--- config.mk ---
export PLATFORM = sky130hd
export DESIGN_NAME = xorshift128_range_generator
export DESIGN_NICKNAME = d
export VERILOG_FILES = /design/src/sv/xrg_pkg.sv /design/src/sv/xrg_ctrl.sv /design/src/sv/xrg_dp.sv /design/src/sv/xorshift128_range_generator.sv
export SDC_FILE = /design/constraint.sdc
export NUM_CORES = 1
export LEC_CHECK = 0
export BUFFER_PORTS_ARGS = -buffer_cell sky130_fd_sc_hd__buf_2
export CORE_MARGIN = 10
export CORE_UTILIZATION = 35
export CTS_BUF_LIST = sky130_fd_sc_hd__clkbuf_16
export DETAILED_ROUTE_END_ITERATION = 10
export PLACE_DENSITY = 0.57
export RECOVER_POWER = 25
export SETUP_SLACK_MARGIN = 0.15
export SLEW_MARGIN = 5
export SYNTH_ARGS = -nofsm -noshare
export SYNTH_HDL_FRONTEND = slang
export SYNTH_SLANG_ARGS = --single-unit
--- constraint.sdc ---
create_clock -name aclk -period 17.7 [get_ports aclk]
set_clock_uncertainty 0.1 [all_clocks]
set_input_delay 5.31 -clock aclk [delete_from_list [all_inputs] [get_ports aclk]]
set_output_delay 5.31 -clock aclk [all_outputs]
set_load 0.02 [all_outputs]
--- src/sv/xrg_pkg.sv ---
// ---------------------------------------------------------------------------
// xrg_pkg: shared types, constants and functions for the xorshift128 range
// generator (opcodes, register indexes, controller states, state update).
// ---------------------------------------------------------------------------
package xrg_pkg;

    localparam int WORD_W = 32;
    localparam int CNT_W  = $clog2(WORD_W);
    localparam int IDX_W  = 2;

    localparam logic [WORD_W-1:0] RST_WORD_A = 32'd123456789;
    localparam logic [WORD_W-1:0] RST_WORD_B = 32'd362436069;
    localparam logic [WORD_W-1:0] RST_WORD_C = 32'd521288629;
    localparam logic [WORD_W-1:0] RST_WORD_D = 32'd88675123;

    typedef enum logic [1:0] {
        OP_RAW    = 2'd0,
        OP_RANGED = 2'd1,
        OP_RESEED = 2'd2,
        OP_NONE   = 2'd3
    } opcode_t;

    typedef enum logic [IDX_W-1:0] {
        REG_WORD_A = 2'd0,
        REG_WORD_B = 2'd1,
        REG_WORD_C = 2'd2,
        REG_WORD_D = 2'd3
    } reg_index_t;

    typedef enum logic [1:0] {
        ST_IDLE,
        ST_DIVIDE,
        ST_FINISH
    } state_t;

    // controller -> datapath
    typedef struct packed {
        logic load;      // word accepted: latch operands, update state
        logic div_step;  // one restoring-division step
        logic out_load;  // move result into output register
    } cmd_t;

    // datapath -> controller
    typedef struct packed {
        logic need_div;  // incoming word is a ranged draw with nonzero span
        logic div_last;  // current step is the final one
        logic out_free;  // output register can take a new word
    } status_t;

    typedef logic [WORD_W-1:0] word_t;

    // new fourth word of xorshift128
    function automatic word_t xs_next(input word_t a, input word_t d);
        word_t t;
        t = a ^ (a << 11);
        return (d ^ (d >> 19)) ^ (t ^ (t >> 8));
    endfunction

    // even nibbles packed into a 16-bit halfword
    function automatic logic [15:0] nib_even(input word_t s);
        return {s[27:24], s[19:16], s[11:8], s[3:0]};
    endfunction

    // odd nibbles packed into a 16-bit halfword
    function automatic logic [15:0] nib_odd(input word_t s);
        return {s[31:28], s[23:20], s[15:12], s[7:4]};
    endfunction

endpackage

--- src/sv/xrg_ctrl.sv ---
// ---------------------------------------------------------------------------
// xrg_ctrl: request sequencer
// Accepts a word, runs the divider for ranged draws, hands the result to the
// output register.
// ---------------------------------------------------------------------------
module xrg_ctrl
    import xrg_pkg::*;
(
    input  logic    aclk,
    input  logic    aresetn,
    input  logic    s_tvalid,
    output logic    s_tready,
    input  status_t status,
    output cmd_t    cmd,
    output state_t  state
);

    state_t state_reg, state_next;

    always_ff @(posedge aclk) begin
        if (!aresetn) begin
            state_reg <= ST_IDLE;
        end else begin
            state_reg <= state_next;
        end
    end

    always_comb begin
        state_next = state_reg;
        cmd        = '0;
        s_tready   = 1'b0;
        unique case (state_reg)
            ST_IDLE: begin
                s_tready = 1'b1;
                if (s_tvalid) begin
                    cmd.load   = 1'b1;
                    state_next = status.need_div ? ST_DIVIDE : ST_FINISH;
                end
            end
            ST_DIVIDE: begin
                cmd.div_step = 1'b1;
                if (status.div_last) begin
                    state_next = ST_FINISH;
                end
            end
            ST_FINISH: begin
                if (status.out_free) begin
                    cmd.out_load = 1'b1;
                    state_next   = ST_IDLE;
                end
            end
            default: state_next = ST_IDLE;
        endcase
    end

    assign state = state_reg;

endmodule

--- src/sv/xrg_dp.sv ---
// ---------------------------------------------------------------------------
// xrg_dp: generator datapath
// State words, default registers, radix-2 remainder unit and output register.
// ---------------------------------------------------------------------------
module xrg_dp
    import xrg_pkg::*;
(
    input  logic                aclk,
    input  logic                aresetn,
    input  logic [95:0]         s_tdata,
    input  logic [1:0]          s_tuser,
    input  logic                cfg_we,
    input  logic [IDX_W-1:0]    cfg_index,
    input  logic [WORD_W-1:0]   cfg_data,
    input  cmd_t                cmd,
    output status_t             status,
    output logic                m_tvalid,
    input  logic                m_tready,
    output logic [WORD_W-1:0]   m_tdata
);

    opcode_t in_op;
    word_t   in_seed, in_low, in_high, in_span;

    word_t dflt_a_reg, dflt_b_reg, dflt_c_reg, dflt_d_reg;
    word_t word_a_reg, word_b_reg, word_c_reg, word_d_reg;
    word_t word_a_next, word_b_next, word_c_next, word_d_next;
    word_t draw;

    opcode_t            op_reg;
    logic               span_zero_reg;
    word_t              low_reg, span_reg;
    word_t              dvd_reg, dvd_next;
    word_t              rem_reg, rem_next;
    logic [CNT_W-1:0]   cnt_reg, cnt_next;
    logic [WORD_W:0]    trial;
    word_t              result;
    logic               out_valid_reg;
    word_t              out_data_reg;

    assign in_op   = opcode_t'(s_tuser);
    assign in_seed = s_tdata[31:0];
    assign in_low  = s_tdata[63:32];
    assign in_high = s_tdata[95:64];
    assign in_span = in_high - in_low + 32'd1;

    assign draw = xs_next(word_a_reg, word_d_reg);

    assign status.need_div = (in_op == OP_RANGED) && (in_span != '0);
    assign status.div_last = (cnt_reg == {CNT_W{1'b1}});
    assign status.out_free = !out_valid_reg || m_tready;

    // default word registers
    always_ff @(posedge aclk) begin
        if (!aresetn) begin
            dflt_a_reg <= RST_WORD_A;
            dflt_b_reg <= RST_WORD_B;
            dflt_c_reg <= RST_WORD_C;
            dflt_d_reg <= RST_WORD_D;
        end else if (cfg_we) begin
            unique case (reg_index_t'(cfg_index))
                REG_WORD_A: dflt_a_reg <= cfg_data;
                REG_WORD_B: dflt_b_reg <= cfg_data;
                REG_WORD_C: dflt_c_reg <= cfg_data;
                REG_WORD_D: dflt_d_reg <= cfg_data;
                default: ;
            endcase
        end
    end

    // generator state update
    always_comb begin
        word_a_next = word_a_reg;
        word_b_next = word_b_reg;
        word_c_next = word_c_reg;
        word_d_next = word_d_reg;
        if (cmd.load) begin
            case (in_op) inside
                OP_RAW, OP_RANGED: begin
                    word_a_next = word_b_reg;
                    word_b_next = word_c_reg;
                    word_c_next = word_d_reg;
                    word_d_next = draw;
                end
                OP_RESEED: begin
                    if (in_seed == '0) begin
                        word_a_next = dflt_a_reg;
                        word_b_next = dflt_b_reg;
                        word_c_next = dflt_c_reg;
                        word_d_next = dflt_d_reg;
                    end else begin
                        word_a_next = in_seed;
                        word_b_next = {in_seed[15:0], in_seed[31:16]};
                        word_c_next = {nib_odd(in_seed), nib_even(in_seed)};
                        word_d_next = {nib_even(in_seed), nib_odd(in_seed)};
                    end
                end
                default: ;
            endcase
        end
    end

    always_ff @(posedge aclk) begin
        if (!aresetn) begin
            word_a_reg <= RST_WORD_A;
            word_b_reg <= RST_WORD_B;
            word_c_reg <= RST_WORD_C;
            word_d_reg <= RST_WORD_D;
        end else begin
            word_a_reg <= word_a_next;
            word_b_reg <= word_b_next;
            word_c_reg <= word_c_next;
            word_d_reg <= word_d_next;
        end
    end

    // restoring remainder, one dividend bit per step
    assign trial = {rem_reg, dvd_reg[WORD_W-1]};

    always_comb begin
        dvd_next = dvd_reg;
        rem_next = rem_reg;
        cnt_next = cnt_reg;
        if (cmd.load) begin
            dvd_next = draw;
            rem_next = '0;
            cnt_next = '0;
        end else if (cmd.div_step) begin
            dvd_next = {dvd_reg[WORD_W-2:0], 1'b0};
            rem_next = (trial >= {1'b0, span_reg}) ? WORD_W'(trial - {1'b0, span_reg})
                                                   : trial[WORD_W-1:0];
            cnt_next = cnt_reg + 1'b1;
        end
    end

    always_ff @(posedge aclk) begin
        dvd_reg <= dvd_next;
        rem_reg <= rem_next;
        cnt_reg <= cnt_next;
        if (cmd.load) begin
            op_reg        <= in_op;
            low_reg       <= in_low;
            span_reg      <= in_span;
            span_zero_reg <= (in_span == '0);
        end
    end

    // full-range draws skip the divider; dvd_reg still holds the draw then
    always_comb begin
        case (op_reg)
            OP_RAW:    result = dvd_reg;
            OP_RANGED: result = (span_zero_reg ? dvd_reg : rem_reg) + low_reg;
            default:   result = '0;
        endcase
    end

    always_ff @(posedge aclk) begin
        if (!aresetn) begin
            out_valid_reg <= 1'b0;
        end else if (cmd.out_load) begin
            out_valid_reg <= 1'b1;
        end else if (m_tready) begin
            out_valid_reg <= 1'b0;
        end
    end

    always_ff @(posedge aclk) begin
        if (cmd.out_load) begin
            out_data_reg <= result;
        end
    end

    assign m_tvalid = out_valid_reg;
    assign m_tdata  = out_data_reg;

endmodule

--- src/sv/xorshift128_range_generator.sv ---
// ---------------------------------------------------------------------------
// xorshift128_range_generator: xorshift128 generator with ranged draws
// Each input word carries an opcode in s_tuser: raw draw, ranged draw or
// reseed. A raw draw or a reseed goes from acceptance through the finish
// state into the output register; a ranged draw first runs the radix-2
// remainder unit, which retires one dividend bit per cycle (a full-range
// draw skips it). A result held back by m_tready while the output
// register is still full keeps the block waiting in the finish state.
// One request is in flight at a time; the next word is accepted while the
// previous result still waits in the output register. Reseed and unused
// opcodes return zero. Default words are written through the cfg port and
// take effect at the next zero seed.
// ---------------------------------------------------------------------------
module xorshift128_range_generator
    import xrg_pkg::*;
(
    input  logic                aclk,
    input  logic                aresetn,
    input  logic                s_tvalid,
    output logic                s_tready,
    input  logic [95:0]         s_tdata,    // seed_value, range_low, range_high
    input  logic [1:0]          s_tuser,    // opcode
    output logic                m_tvalid,
    input  logic                m_tready,
    output logic [WORD_W-1:0]   m_tdata,    // random_value
    input  logic                cfg_we,
    input  logic [IDX_W-1:0]    cfg_index,
    input  logic [WORD_W-1:0]   cfg_data
);

    cmd_t    cmd;
    status_t status;
    state_t  state;

    xrg_ctrl u_ctrl (
        .aclk     (aclk),
        .aresetn  (aresetn),
        .s_tvalid (s_tvalid),
        .s_tready (s_tready),
        .status   (status),
        .cmd      (cmd),
        .state    (state)
    );

    xrg_dp u_dp (
        .aclk      (aclk),
        .aresetn   (aresetn),
        .s_tdata   (s_tdata),
        .s_tuser   (s_tuser),
        .cfg_we    (cfg_we),
        .cfg_index (cfg_index),
        .cfg_data  (cfg_data),
        .cmd       (cmd),
        .status    (status),
        .m_tvalid  (m_tvalid),
        .m_tready  (m_tready),
        .m_tdata   (m_tdata)
    );

    // one request at a time: no word taken right after an accept
    a_single_flight: assert property (@(posedge aclk) disable iff (!aresetn)
        (s_tvalid && s_tready) |=> !s_tready)
        else $error("word accepted while a request is in flight");

    // a result load always shows up on the output
    a_out_load: assert property (@(posedge aclk) disable iff (!aresetn)
        cmd.out_load |=> m_tvalid)
        else $error("result load did not raise m_tvalid");

    // output register only loaded from the finish state
    a_load_state: assert property (@(posedge aclk) disable iff (!aresetn)
        cmd.out_load |-> (state == ST_FINISH))
        else $error("result loaded outside finish state");

    a_reset: assert property (@(posedge aclk)
        !aresetn |=> (!m_tvalid && s_tready))
        else $error("bad state after reset");

endmodule
; Word level (Yosys, flattened, before mapping)
; Cells that the tools add are included.
[word_totals]
regBits = 427
latch_bits = 0
ram_bits = 0
mem_bits_ro = 0
inputBits = 137
out_inout_bits = 34
wordCells = 90
n_memories = 0
[classes]
add_sub_neg = 5
multipliers = 0
div_mod_pow = 0
n_lt_le_gt_ge = 1
n_eq_ne = 12
shifts = 0
n_mux = 30
n_bitwise = 4
reduce_logical = 20
[op_table]
columns = op, n
row1 = $mux W32, 16
row2 = $logic_not A32 Y1, 2
row3 = $pmux W32 S2, 1
row4 = $sub A32 B32 Y32, 2
row5 = $xor A32 B32 Y32, 2
row6 = $ge A33 B32 Y1, 1
row7 = $add A32 B1 Y32 const B, 1
row8 = $add A32 B32 Y32, 1
row9 = $reduce_bool A32 Y1, 1
row10 = $xor A32 B13 Y32, 1
row11 = $xor A32 B24 Y32, 1
row12 = $reduce_and A2 Y1, 5
row13 = $eq A2 B1 Y1 const B, 4
row14 = $eq A2 B2 Y1 const B, 4
row15 = $logic_not A2 Y1, 4
row16 = $mux W1, 8
row17 = $mux W2, 4
row18 = $ne A2 B2 Y1 const B, 3
row19 = $pmux W2 S3, 1
row20 = $reduce_bool A2 Y1, 3
row21 = $add A5 B1 Y5 const B, 1
row22 = $eq A5 B5 Y1 const B, 1
row23 = $reduce_and A3 Y1, 1
row24 = $reduce_or A2 Y1, 1
row25 = other kinds (3), 3

; Depth between registers and ports, before layout
[logic_depth]
word_depth = 7
depth_mapped = 16
mapped_depth_nobuf = 15

; By module
; From an unflattened synthesis, not the netlist that was laid out.
[hier_totals]
cells_unflattened = 2790
area_unflattened_um2 = 24304.6
[by_module_without_submodules]
columns = module, n_inst, cells_per_inst, area_per_inst_um2, seq_area_each_um2
row1 = xrg_dp, 1, 2775, 24180.7, 9819.4
row2 = xrg_ctrl, 1, 15, 123.9, 40.0

; Least setup slack after synthesis
; No wires, ideal clock.
[synth_timing]
path_type = input port to flip-flop
startpoint = in s_tvalid
endpoint = reg u_dp.dvd_reg[0] (enable)
setup_ns = 0.387
arrival_time_ns = 8.871
required_time_ns = 17.213
path_slack_ns = 8.342
stages = 6
n_path_buf = 2
path_cell_list = nand2_1 > inv_1 > clkbuf_1 > nor2_1 > clkbuf_1 > inv_1
[synth_rtl]
columns = item, line_no
row1 = from (decl), xorshift128_range_generator.sv:19  ; input logic s_tvalid,
row2 = to (signal assigned), xrg_dp.sv:137  ; dvd_reg <= dvd_next;
row3 = to (decl), xrg_dp.sv:33  ; word_t dvd_reg, dvd_next;

; Final worst setup path
[layout_timing]
startpoint = in s_tuser[1]
endpoint = reg u_dp.word_b_reg[17]
[layout_via]
elab_chain_len = 4
elab_cells_between_ends = 7
cone_classes = eq/ne: 2 / mux: 1 / reduce/logical: 4
[layout_lines]
columns = item, line_no
row1 = from (decl), xorshift128_range_generator.sv:22  ; input logic [1:0] s_tuser,
row2 = $eq A2 B1 Y1 or $logic_not A2 Y1 (tied branches), n/a
row3 = $reduce_or A2 Y1, xrg_dp.sv:78  ; case (in_op) inside
row4 = $reduce_bool A2 Y1 (no line), n/a
row5 = $reduce_and A2 Y1 (no line), n/a
row6 = to (signal assigned), xrg_dp.sv:111  ; word_b_reg <= word_b_next;
row7 = to (decl), xrg_dp.sv:26  ; word_t word_a_reg, word_b_reg, word_c_reg, word_d_reg;
; Parallel ways exist; a longest one is shown, timed or not.
; A chain may end at the register's enable or synchronous reset.

==> out/qor.txt <==
final net count = 3170
max_slew headroom = -225.8%
Hold Path Stages = 2
final number of setup-violating endpoints = 0
most frequent cells in the layout = 462 x nand2_1, 317 x a21oi_1, 296 x dfxtp_1
Startpoint Class = primary input
fin crit share = 64.37%
largest net degree at the start of global routing = 190
DRT iter0 DRCs = 1980
final hold vios = 0
top-level I/O count = 171
number of flops mapped to enable cells by yosys = 131
failing checks = capacitance limit, slew limit
fin util = 39.90%
CP required = 18.07 ns
first-pass GRT wire length = 122200 microns
Setup crit end kind = register
#FFs+latches synth = 427
Pleak = 11.20 nW
total power = 2.822 mW
final worst path period need = 11.39 ns
non-filler instance count after layout = 3831
share of layout cells above drive strength 1 = 10.12%
number of buffers added on ports = 170
Final TNS setup = 0 ns
WS Path Type = in2reg
worst r2r dst = u_dp.word_b_reg[17]$_SDFFE_PN1P_
cts repair resizes = 0
Die Y = 282.6 microns
P_int = 1.925 mW
endpoint of the worst hold path = u_dp.dflt_b_reg[21]$_SDFFE_PN0P_
total number of vias = 20690
Psw = 896.3 uW
most common cell after layout, fill and taps aside = nand2_1
Via density = 5.400
Power Density = 103.3 mW/mm^2
Peak supply drop = 0.00006987 V
clock slew at reported path FFs = 0.06 ns
CTS tree = done
Worst Tran Pin Value = 4.887 ns
Post-Syn Area = 0.02414 sq mm
initial antenna violation count = 12
Routed WL = 82540 microns
Tightest Hold Check Type = reg2reg
Max stage delay cell, worst path = clkbuf_1
Yosys top cell by area = dfxtp_1
Syn-to-layout area delta = 13.16%
DP Wirelength = 59310 microns
Worst-Skew Late Latency = 0.63 ns
Hold Buf Count CTS = 0
top cell type's share of synthesized area = 24.55%
die area = 0.07988 sq mm
DRT Pass-1 Iters = 5
Critical R2R Launch = u_ctrl.state[1]$_SDFFE_PN0P_
status = finished with violations
crit-path cells = clkbuf_1 > nand2_1 > nand2_4 > buf_12 > a211oi_1 > a21oi_1 > nand2_1
Place WS = 7.909 ns
fillers = 7044
Distinct cells, synth = 73
Fmax achieved = 0.08776 GHz
Num CTS Buffers = 51
sequential share of the synthesized area = 40.84%
Max Root-Sink Buffers = 3
Pins Over Slew Limit = 332
Flop pwr share = 41.3%
H-tree lvl count = 2
Syn Nets = 3092
Initial Util = 35.26%
Wirelength per Cell = 21.55 microns
Logic pwr share = 21.7%
Residual DRC = 0
# Post-CTS Setup Buffers = 0
Synth Flop Type = dfxtp_1
cells after synthesis = 2826
peak fanout along the critical path = 189
Root Buffer = clkbuf_16
min-delay src = u_dp.dflt_b_reg[21]$_SDFFE_PN0P_
Die W = 282.6 microns
# Max-Cap Violations = 7
syn_area_per_cell = 8.542 sq um
Area contributors post-synth = dfxtp_1 25%, edfxtp_1 16%, nand2_1 7.2%
final worst slack = 6.306 ns
critical path's largest stage delay = 3.33 ns
Most common cell on crit path = nand2_1
reg2reg path depth = 10
yosys warns = 0
worst path arrival time = 11.76 ns
Storage cell area = 0.009859 sq mm
vias in the first global route = 19030
Clock Power Share = 36.9%
Core Area = 0.06847 sq mm
sw frac = 31.77%
Antenna Violating Nets Remaining = 0
total track usage = 19.98%
FF-to-FF setup slack = 11.47 ns
Post-synth ARST share = 0%
gpl congestion = 0.9159
unrepaired setup endpoints after global routing = no
area of the multi-input gates = 0.01334 sq mm
Core Rows = 96
DP Cell Count = 3733
Sink Count = 427
Overflow after GRT = 0
-- area by class of cell --
cell class / instances / area share [%]
Timing Repair Buffer: 191 / 3.573
Clock buffer: 52 / 4.763
Inverter: 97 / 1.337
Tap cell: 882 / 4.040
Sequential cell: 427 / 36.09
Multi-Input combinational cell: 2136 / 48.83
Clock inverter: 43 / 1.333
Antenna cell: 3 / 0.02748
-- synth_stat cells, drive strengths merged (17+ instances only) --
library cell and number:
nor2 216, mux2 39, nor3 17, a211oi 110, clkbuf 157, a21o 52
a21oi 319, inv 97, edfxtp 131, nor2b 67, a21boi 71, dfxtp 296
o21ai 123, nand3 85, xor2 41, nand2 464, ha 126, xnor2 125
mux2i 65
-- cells by family after synthesis --
group,after synthesis,share of synthesized area (%)
buf+inv,263,4.095
flops,427,40.84
simple gates,940,17.05
xor+xnor,166,6.023
fa+ha+maj,129,6.779
mux,104,4.514
compound gates,797,20.70
-- critical path, delay by kind of cell --
kind,cells,cell delay (ns)
simple gates,3,1.90
compound gates,2,0.40
buf+inv,2,3.95
-- through the flow --
stage	hold slack (ns)	area (sq um)
after detailed placement	0.3521	25730
final	0.3641	27320
after CTS	0.3649	27390
after floorplan	0.3388	24140
after global placement	0.3493	25730
after global routing	0.3820	27310
-- how the worst max path moves through the flow --
| stage | from | to | slack (ns) | cells after the start |
|---|---|---|---|---|
| floorplan | s_tvalid | u_dp.dvd_reg[0]$_SDFFCE_PN0P_ | 8.34 | 6 |
| global placement | s_tdata[65] | u_ctrl.state[0]$_SDFFE_PN0P_ | 8.00 | 17 |
| detailed placement | s_tdata[65] | u_ctrl.state[0]$_SDFFE_PN0P_ | 7.91 | 17 |
| CTS | s_tdata[65] | u_ctrl.state[0]$_SDFFE_PN0P_ | 8.47 | 17 |
| global route | s_tuser[1] | u_dp.word_c_reg[8]$_SDFFE_PN1P_ | 5.68 | 7 |
| finish | s_tuser[1] | u_dp.word_b_reg[17]$_SDFFE_PN1P_ | 6.31 | 7 |
-- power by group through the flow --
stage          clock network [mW]  registers [mW]  logic, mW
3_3_place_gp                    0            1.19      0.604
4_1_cts                      1.06            1.17      0.608
2_1_floorplan                   0            1.16      0.411
6_report                     1.04            1.17      0.613
3_5_place_dp                    0            1.19      0.605
5_1_grt                      1.10            1.17      0.673
-- per-layer routing --
metal  routed length, microns  share of wire (%)  GRT usage [%]  vias up
met4                     1417                1.7          4.037       18
met1                    39850                 48          29.47     9844
met2                    35830                 43          30.03      578
met5                      130               0.16              0        -
met3                     5313                6.4          3.431      100
li1                         -                  -              -    10150
Power figures use the tool's default switching activity.
